[src/hdl/wmtf_pkg.sv]
package wmtf_pkg;

  // Storage sizing.
  localparam int MAX_ITEMS   = 512;
  localparam int WEIGHT_BITS = 16;
  localparam int ID_BITS     = $clog2(MAX_ITEMS);

  // Fixed field widths of the stream payloads.
  localparam int FIELD_ID_W  = 9;
  localparam int FIELD_WT_W  = 16;
  localparam int COST_W      = 25;
  localparam int TOTAL_W     = 48;

  localparam int IN_TDATA_W  = ((FIELD_ID_W + FIELD_WT_W + 7) / 8) * 8;
  localparam int OUT_TDATA_W = ((COST_W + TOTAL_W + 7) / 8) * 8;

  // Wide enough for the weights of every entry above the deepest one.
  localparam int SUM_BITS = (WEIGHT_BITS + ID_BITS > COST_W) ? WEIGHT_BITS + ID_BITS : COST_W;

  localparam logic [SUM_BITS-1:0] COST_LIMIT = SUM_BITS'({COST_W{1'b1}});
  localparam logic [ID_BITS-1:0]  LAST_STEP  = ID_BITS'(MAX_ITEMS - 1);

  typedef enum logic {
    OP_LOAD    = 1'b0,
    OP_REQUEST = 1'b1
  } op_t;

  typedef enum logic [1:0] {
    ST_IDLE,
    ST_WALK,
    ST_DRAIN,
    ST_PUBLISH
  } state_t;

  // One stack position.
  typedef struct packed {
    logic               valid;
    logic [ID_BITS-1:0] id;
  } entry_t;

  // Control from the sequencer to the weight store and adder.
  typedef struct packed {
    logic                   clear;
    logic                   rd_en;
    logic [ID_BITS-1:0]     rd_addr;
    logic                   wr_en;
    logic [ID_BITS-1:0]     wr_addr;
    logic [WEIGHT_BITS-1:0] wr_data;
  } acc_ctl_t;

endpackage

[src/hdl/wmtf_cell.sv]
module wmtf_cell (
  input  logic            clk,
  input  logic            rst,
  input  logic            shift,
  input  wmtf_pkg::entry_t nxt,
  output wmtf_pkg::entry_t cur
);
  import wmtf_pkg::*;

  always_ff @(posedge clk) begin
    if (rst) begin
      cur.valid <= 1'b0;
    end else if (shift) begin
      cur <= nxt;
    end
  end

endmodule

[config.mk]
export PLATFORM = sky130hd
export DESIGN_NAME = wmtf_cell
export DESIGN_NICKNAME = d
export VERILOG_FILES = /design/src/hdl/wmtf_pkg.sv /design/src/hdl/wmtf_cell.sv
export SDC_FILE = /design/constraint.sdc
export NUM_CORES = 1
export LEC_CHECK = 0
export ABC_AREA = 0
export BUFFER_PORTS_ARGS = -buffer_cell sky130_fd_sc_hd__buf_2
export CAP_MARGIN = 20
export CORE_AREA = 5 5 42 44
export DETAILED_ROUTE_END_ITERATION = 10
export DIE_AREA = 0 0 47 49
export PLACE_DENSITY = 0.6
export SLEW_MARGIN = 20
export SYNTH_ARGS = -nofsm -noshare
export SYNTH_HDL_FRONTEND = slang
export SYNTH_SLANG_ARGS = --single-unit
[constraint.sdc]
create_clock -name clk -period 1 [get_ports clk]
set_input_delay 0.15 -clock clk [delete_from_list [all_inputs] [get_ports clk]]
set_output_delay 0.15 -clock clk [all_outputs]
set_load 0.01 [all_outputs]
Yosys cells after proc, flatten, opt, wreduce, memory -nomap -nowiden
Cells that the tools add are included.
W data, S select, Z words.
- bitwise logic cells: 1
- reduce and logical (&&, ||, !) cells: 1
- operators by type and width (operator ; number):
    $reduce_and A2 Y1 ; 1
    $not A1 Y1 ; 1
- input bits: 13
- output and inout bits: 10
- bits in registers: 10
- logic and storage cells: 4

Longest topological paths before layout
Gate-level depths: netlist of the first run.
- depth after elaboration: 2
- depth in mapped cells: 2
- gate-level depth less buffers: 2

Least setup slack after synthesis of the first run
Ideal clock, no wire load.
- kind: input-to-reg
- from: input shift
- to: register cur[0] (netlist name), enable pin
- stages: 1
- library setup time: 0.375 ns
- setup slack: 0.011 ns
- required time: 0.625 ns
- arrival time: 0.614 ns
- buffers on the path: 0
- cell sequence: nor2b_1
- cells in the longest elaborated chain, start to end: 1
- ends and longest elaborated chain (element ; line ; text):
    start: declaration ; wmtf_cell.sv:4 ; input logic shift,
    $reduce_and A2 Y1 (no line) ; -- ;
    end signal: assignment ; wmtf_cell.sv:14 ; cur <= nxt;
    end: declaration ; wmtf_cell.sv:6 ; output wmtf_pkg::entry_t cur
Every way passes these cells.
A chain may end at the register's enable or synchronous reset.

Worst setup path in the final report of the first run
- from: register cur[2] (netlist name)
- to: output cur[2] (netlist name)
No word-level cell between the ends.

==> impl_metrics.yaml, run 1 <==
outcome:
  status: "completed"
pwr:
  switchingPower_mw: 0.173
  swShare_pct: 20.6
  power_mw: 0.841
  irDropWorstVdd_v: 0.000553
  combPwrFrac_pct: 9.3
  seq_power_share_pct: 58.4
  p_int_mw: 0.668
  p_per_area_nw_per_um2: 1770
  clock_power_share_pct: 32.3
  leakage_nw: 0.211
sta:
  rsz0062_at_grt: "false"
  fmax_ghz: 1.08
  slew-limit-headroom_pct: 91.8
  slew_viol_final: 0
  finalCriticalPeriod_ps: 926
  finalClockSkew_ps: 0
  worst_pin_slew_ps: 119
  fin_crit_sh_pct: 92.6
  hold_violations: 0
  setup_viol: 0
  tns_ps: 0
setup_path:
  worst-setup-path-type: "reg -> out"
  path_cells: "buf_2"
  worstSetupStartpointType: "flip-flop"
  worstSetupEndpointType: "output pin"
  crit_required_ps: 850
  cp_slowest_cell: "edfxtp_1"
  crit_arrival_ps: 780
  path_max_fanout: 1
  crit_buf_inv: 1
  critPathMaxStageDelay_ps: 370
  cp_top_family: "flip-flops"
cells_and_area:
  antenna_cells: 0
  largest_reg_flops: 10
  area_growth_pct: 52.8
  stdcell_count: 56
  regMostFlops: "cur"
  top_regs: "cur (10)"
  fin_nets: 54
  drive_gt1_share_pct: 65.0
cts:
  cts.repair.resized: 0
  cts_root_buf: "clkbuf_4"
  clk_pin_slew_ps: 70
  postCtsHoldBufs: 0
  post-cts-setup-buffers: 0
  cts_buffers: 3
  clk_latency_ps: 250
  htree_levels: 1
  cts_buffer_depth: 2
  cts_tree: "built"
  clkSinkCount: 10
die:
  start_util_pct: 22.1
  num_rows: 14
  fp.dieH_um: 49
  core_sq_um: 1400
  pin_count: 23
  fp.dieW_um: 47
  die_area_sq_um: 2300
synthesis:
  synth.area.mux_share_pct: 3.23
  seq_area_frac_synth_pct: 93.5
  ys.flop_type: "edfxtp_1"
  synth_compound_area_share_pct: 0
  synth_top_family_by_area: "multiplexers"
  syn_area_sq_um: 310
  synth_area_leaders: "edfxtp_1 (87%), dfxtp_1 (6.5%), mux2i_1 (3.2%)"
  synth_top_cell_by_area: "edfxtp_1"
  syn-num-nets: 26
  synth_edf_count: 9
  ys_top_cells_by_count: "edfxtp_1 (9), dfxtp_1 (1), mux2i_1 (1), nor2_1 (1), nor2b_1 (1)"
  synthSimpleGateAreaFrac_pct: 3.23
  ys_types: 5
  async_flop_share_pct: 0
  yosys_register_bits: 10
  avgSynthCellArea_sq_um: 23.9
  syn-instance-count: 13
  yosysWarnings: 0
  synthAdderAreaFrac_pct: 0
  synth.most_common_cell: "edfxtp_1"
  synth_xor_area_share_pct: 0
  synth_top_area_share_pct: 87.1
global_route:
  track_usage_pct: 6.79
  antenna_found_initial: 0
  grt_pass1_wl_um: 966
  grt_pass1_vias: 229
  grt_max_degree: 10
  overflow: 0
run:
  max_cap_violations: 0
hold_path:
  hold_class: "in -> reg"
drt:
  drt_first_pass_iters: 2
  via_per_inst: 3.82
  wl_um: 680
  ant_nets: 0
  drt_iter0_drc: 1
  vias: 214
  drc: 0
  wl_per_cell_um: 12.1
placement:
  io_buffers: 22
  place.gp.congestion: 0.614
  dp.cells: 52
-- cell usage in the layout, fill, tap and decap left out --
| cell | synthesis | routed |
|---|---|---|
| clkinv_1 | 0 | 1 |
| mux2i_1 | 1 | 1 |
| dfxtp_1 | 1 | 1 |
| nor2_1 | 1 | 1 |
| nor2b_1 | 1 | 1 |
| clkbuf_4 | 0 | 3 |
| buf_2 | 0 | 22 |
| buf_4 | 0 | 1 |
| edfxtp_1 | 9 | 9 |
-- stage by stage --
step                      setup slack, ps  utilization [%]  instance area [sq um]  hold slack (ps)
after detailed placement              150             32.0                    448              332
after global routing                 28.1             33.8                    474             42.3
after global placement                159             32.0                    448              322
after CTS                            46.9             33.8                    474             46.6
after floorplan                      10.8                -                    310              222
final                                73.6             33.8                    474             61.8
-- final timing paths --
kind	from	slack, ps	endpoint	cells past startpoint
hold / removal	rst	60	cur[9]	2
setup reg to reg	cur[9]	410	cur[9]	2
hold reg to reg	cur[9]	520	cur[9]	2
setup / recovery	cur[2]	70	cur[2]	1
-- layer usage --
layer	GRT usage [%]	wire length [um]
met5	0	0
met4	8.29	14
met3	4.80	132
met2	6.79	259
met1	7.83	273
-- area by class of cell --
| type | instances | area (sq um) |
|---|---|---|
| repair buffers | 23 | 118 |
| fillers | 162 | 927 |
| clock inverters | 1 | 3.75 |
| flip-flops and latches | 10 | 290 |
| clock buffers | 3 | 22.5 |
| multi-input cells | 3 | 20.0 |
| well taps | 16 | 20.0 |
-- power groups by stage --
| stage | registers [mW] | clock network (mW) | logic (mW) |
|---|---|---|---|
| 5_1_grt | 0.494 | 0.318 | 0.0862 |
| 3_3_place_gp | 0.501 | 0 | 0.0780 |
| 3_5_place_dp | 0.501 | 0 | 0.0811 |
| 2_1_floorplan | 0.517 | 0 | 0.00941 |
| 4_1_cts | 0.492 | 0.293 | 0.0810 |
| 6_report | 0.492 | 0.272 | 0.0780 |
-- kinds of logic (layout without fill, tap and decap cells) --
group,after synthesis,count (layout)
DFF,10,10
and+or+nand+nor,2,2
buffers and inverters,0,27
muxes,1,1
Power figures use the tool's default switching activity.
==> run 2: changes to the inputs <==
--- a/config.mk
+++ b/config.mk
@@ -11,7 +11,7 @@
 export CORE_AREA = 5 5 42 44
 export DETAILED_ROUTE_END_ITERATION = 10
 export DIE_AREA = 0 0 47 49
-export PLACE_DENSITY = 0.6
+export PLACE_DENSITY = 0.58
 export SLEW_MARGIN = 20
 export SYNTH_ARGS = -nofsm -noshare
 export SYNTH_HDL_FRONTEND = slang
==> constraint.sdc (replaced) <==
create_clock -name clk -period 0.9 [get_ports clk]
set_input_delay 0.135 -clock clk [delete_from_list [all_inputs] [get_ports clk]]
set_output_delay 0.135 -clock clk [all_outputs]
set_load 0.01 [all_outputs]
==> impl_metrics.yaml, run 2 (same netlist as run 1, synthesis figures left out) <==
outcome:
  status: "finished with violations"
  violations: "negative setup slack"
cells_and_area:
  antenna_cells: 0
  drive_gt1_share_pct: 70.0
  fin_nets: 54
  largest_reg_flops: 10
  area_growth_pct: 58.1
  top_regs: "cur (10)"
  stdcell_count: 56
  final_common_cell: "buf_2"
  final_cell_mix: "buf_2 (22), edfxtp_1 (9), clkbuf_4 (3)"
  nFillCells: 150
  regMostFlops: "cur"
  final_util_pct: 35.0
sta:
  fin_crit_sh_pct: 100
  setup_viol: 1
  worst_pin_slew_ps: 132
  finalClockSkew_ps: 0
  hold_violations: 0
  slew-limit-headroom_pct: 91.0
  fmax_ghz: 1.11
  slew_viol_final: 0
  finalCriticalPeriod_ps: 902
  rsz0062_at_grt: "true"
  worst_slack_ps: -2.24
drt:
  wl_um: 598
  ant_nets: 0
  drc: 0
  via_per_inst: 3.88
  vias: 217
  drt_iter0_drc: 2
  drt_first_pass_iters: 2
  wl_per_cell_um: 10.7
setup_path:
  cp_top_family: "flip-flops"
  worst-path-stages: 1
  rr_startpoint: "cur[9]"
  worstRegToRegCells: 2
  cp_slowest_cell: "edfxtp_1"
  crit_required_ps: 760
  worst-setup-path-type: "reg -> out"
  crit_path_start: "cur[8]"
  ff2ff_setup_slack_ps: 300
  crit_arrival_ps: 770
  timing.rr.end: "cur[9]"
  critPathMaxStageDelay_ps: 360
  path_cells: "buf_2"
  worstSetupEndpointType: "output pin"
  path_max_fanout: 1
  endpoint: "cur[8]"
  worstSetupStartpointType: "flip-flop"
  crit_buf_inv: 1
run:
  max_cap_violations: 0
cts:
  clk_pin_slew_ps: 60
  cts_root_buf: "clkbuf_4"
  cts_buffers: 3
  cts_buffer_depth: 2
  clkSinkCount: 10
  cts_tree: "built"
  clk_latency_ps: 250
  htree_levels: 1
  postCtsHoldBufs: 0
placement:
  io_buffers: 22
  hpwl_um: 505
  dp_slack_ps: 59.8
  dp.cells: 52
  place.gp.congestion: 0.634
hold_path:
  hold_class: "in -> reg"
pwr:
  p_per_area_nw_per_um2: 1930
  power_mw: 0.947
  irDropWorstVdd_v: 0.000694
  leakage_nw: 0.215
die:
  die_area_sq_um: 2300
  fp.dieH_um: 49
  pin_count: 23
  core_sq_um: 1400
  fp.dieW_um: 47
  start_util_pct: 22.1
  num_rows: 14
global_route:
  grt_pass1_wl_um: 862
  track_usage_pct: 5.91
  antenna_found_initial: 0
  grt_pass1_vias: 211
  overflow: 0
  grt_max_degree: 10
[run 2: cell count changes in the layout (fill, tap and decap cells not counted), sizes merged]
cell,previous run,this run
clkbuf,3,4
clkinv,1,0
[run 2: final cells by class]
cell class	instances	area, sq um	share of cell area [%]
Multi-Input combinational cell	3	22.5	4.59
Sequential cell	10	292	59.4
Clock buffer	4	26.3	5.36
Timing Repair Buffer	23	130	26.5
Tap cell	16	20.0	4.08
[run 2: worst min-delay path by stage]
stage,from,endpoint,slack (ps),cells after the start
after floorplan,rst,cur[9],210,1
after global placement,nxt[0],cur[0],310,1
after detailed placement,nxt[2],cur[2],320,1
after CTS,nxt[8],cur[8],40,1
after global routing,nxt[2],cur[2],30,1
final,rst,cur[9],50,2
[run 2: stage by stage]
stage                     TNS [ps]  hold slack (ps)  cell area, sq um
after global placement           0              313               463
after global routing          -265             34.3               490
after floorplan                  0              207               313
after CTS                    -71.0             38.8               489
final                        -2.24             48.1               490
after detailed placement         0              316               463
[run 2: worst register-to-register path, stage by stage, from the launching register on]
cell	delay, ps
dfxtp_2	320
mux2i_1	130
nor2_1	50
[run 2: power by group]
part	internal (mW)	switching (mW)	total [mW]
combinational	0.0498	0.0435	0.0934
sequential	0.540	0.00689	0.547
clock	0.171	0.136	0.307
total	0.760	0.187	0.947
[run 2: repair_timing]
item,CTS,global route
setup endpoints to repair,8,10
gates resized for setup,0,1
setup buffers,0,0
endpoints found under the hold margin,0,0
[run 2: per-layer routing]
| layer | up-vias | share of wire [%] | global-route usage [%] |
|---|---|---|---|
| met4 | 0 | 0 | 4.15 |
| li1 | 103 | - | - |
| met3 | 0 | 18 | 5.17 |
| met5 | - | 0 | 0 |
| met2 | 13 | 53 | 8.60 |
| met1 | 101 | 29 | 5.01 |
==> run 3: changes to the inputs <==
--- a/config.mk
+++ b/config.mk
@@ -8,10 +8,12 @@
 export ABC_AREA = 0
 export BUFFER_PORTS_ARGS = -buffer_cell sky130_fd_sc_hd__buf_2
 export CAP_MARGIN = 20
-export CORE_AREA = 5 5 42 44
+export CELL_PAD_IN_SITES_DETAIL_PLACEMENT = 2
+export CELL_PAD_IN_SITES_GLOBAL_PLACEMENT = 2
+export CORE_MARGIN = 5
+export CORE_UTILIZATION = 22
 export DETAILED_ROUTE_END_ITERATION = 10
-export DIE_AREA = 0 0 47 49
-export PLACE_DENSITY = 0.58
+export PLACE_DENSITY = 0.78
 export SLEW_MARGIN = 20
 export SYNTH_ARGS = -nofsm -noshare
 export SYNTH_HDL_FRONTEND = slang
==> impl_metrics.yaml, run 3 (same netlist as run 1, synthesis figures left out) <==
die:
  fp.dieH_um: 47.6
  pin_count: 23
  die_area_sq_um: 2260
  num_rows: 13
  core_sq_um: 1320
  fp.dieW_um: 47.6
  start_util_pct: 23.6
sta:
  fin_crit_sh_pct: 103
  worst_pin_slew_ps: 138
  finalClockSkew_ps: 0
  setup_viol: 7
  worst_slack_ps: -27.0
  hold_violations: 0
  rsz0062_at_grt: "true"
  fmax_ghz: 1.08
  finalCriticalPeriod_ps: 927
  slew_viol_final: 0
  slew-limit-headroom_pct: 90.5
placement:
  hpwl_um: 707
  io_buffers: 22
  place.gp.congestion: 0.607
drt:
  met1_length_um: 256
  drc: 0
  wl_met3_um: 114
  wl_per_cell_um: 15.4
  wl_met2_um: 490
  via_per_inst: 4.09
  wl_um: 862
  vias: 229
  ant_nets: 0
  drt_first_pass_iters: 2
  highest_layer: "met3"
  drt_iter0_drc: 4
cts:
  cts_buffer_depth: 2
  cts_tree: "built"
  htree_levels: 1
  cts_buffers: 3
  clk_latency_ps: 260
  clkSinkCount: 10
  clk_pin_slew_ps: 70
  cts_root_buf: "clkbuf_4"
  post-cts-setup-buffers: 0
  postCtsHoldBufs: 0
cells_and_area:
  final_util_pct: 36.8
  regMostFlops: "cur"
  fin_nets: 55
  final_cell_mix: "buf_2 (22), edfxtp_1 (9), clkbuf_4 (3), buf_4 (2)"
  area_growth_pct: 56.0
  final_common_cell: "buf_2"
  top_regs: "cur (10)"
  drive_gt1_share_pct: 70.7
  nFillCells: 147
  antenna_cells: 0
  largest_reg_flops: 10
setup_path:
  worstSetupEndpointType: "output pin"
  crit_buf_inv: 1
  worst-setup-path-type: "reg -> out"
  critPathMaxStageDelay_ps: 370
  crit_arrival_ps: 790
  worstSetupStartpointType: "flip-flop"
  cp_slowest_cell: "edfxtp_1"
  cp_top_family: "flip-flops"
  path_cells: "buf_2"
  path_max_fanout: 1
  crit_required_ps: 760
pwr:
  p_per_area_nw_per_um2: 2000
  leakage_nw: 0.217
  power_mw: 0.968
  irDropWorstVdd_v: 0.00113
global_route:
  antenna_found_initial: 0
  track_usage_pct: 8.55
  grt_pass1_vias: 286
  grt_pass1_wl_um: 1210
  overflow: 0
  grt_max_degree: 7
run:
  max_cap_violations: 0
hold_path:
  hold_class: "in -> reg"
outcome:
  violations: "negative setup slack"
  status: "finished with violations"
-- run 3: final cells by class --
type | count | area [sq um] | share of cell area [%]
clock buffer | 4 | 26.3 | 5.43
tap | 15 | 18.8 | 3.88
timing repair buffer | 24 | 125 | 25.8
multi-input combinational | 3 | 22.5 | 4.65
sequential | 10 | 292 | 60.2
-- run 3: path summary, 6_finish.rpt --
path,start,end,slack (ps),cells after the start
max reg2reg,cur[9],cur[9],260,2
max,cur[1],cur[1],-30,1
min,nxt[1],cur[1],50,1
min reg2reg,cur[9],cur[9],560,2
-- run 3: metrics by stage --
step / hold WS (ps) / TNS, ps / cell area [sq um] / instances / setup WS, ps
3_3_place_gp: 311 / 0 / 457 / 52 / 96.0
6_report: 45.5 / -71.3 / 484 / 56 / -27.0
2_1_floorplan: 207 / 0 / 313 / 13 / 110
4_1_cts: 33.5 / -230 / 483 / 56 / -47.8
5_1_grt: 28.7 / -449 / 484 / 56 / -61.4
3_5_place_dp: 315 / 0 / 457 / 52 / 42.1
-- run 3: report_power, final --
part	internal, mW	total, mW	leakage, nW	switching, mW
combinational	0.0470	0.0948	0.109	0.0477
sequential	0.540	0.548	0.0931	0.00824
clock	0.171	0.325	0.0150	0.154
-- run 3: timing repair --
action | in CTS | in global routing
gates resized for setup | 0 | 1
gates cloned | 0 | 0
setup endpoints to repair | 9 | 10
-- run 3: layer usage --
metal / GRT usage, % / up-vias
met3: 6.02 / 0
met4: 1.61 / 0
met1: 6.48 / 105
li1: - / 106
met2: 17.1 / 18
met5: 0 / -
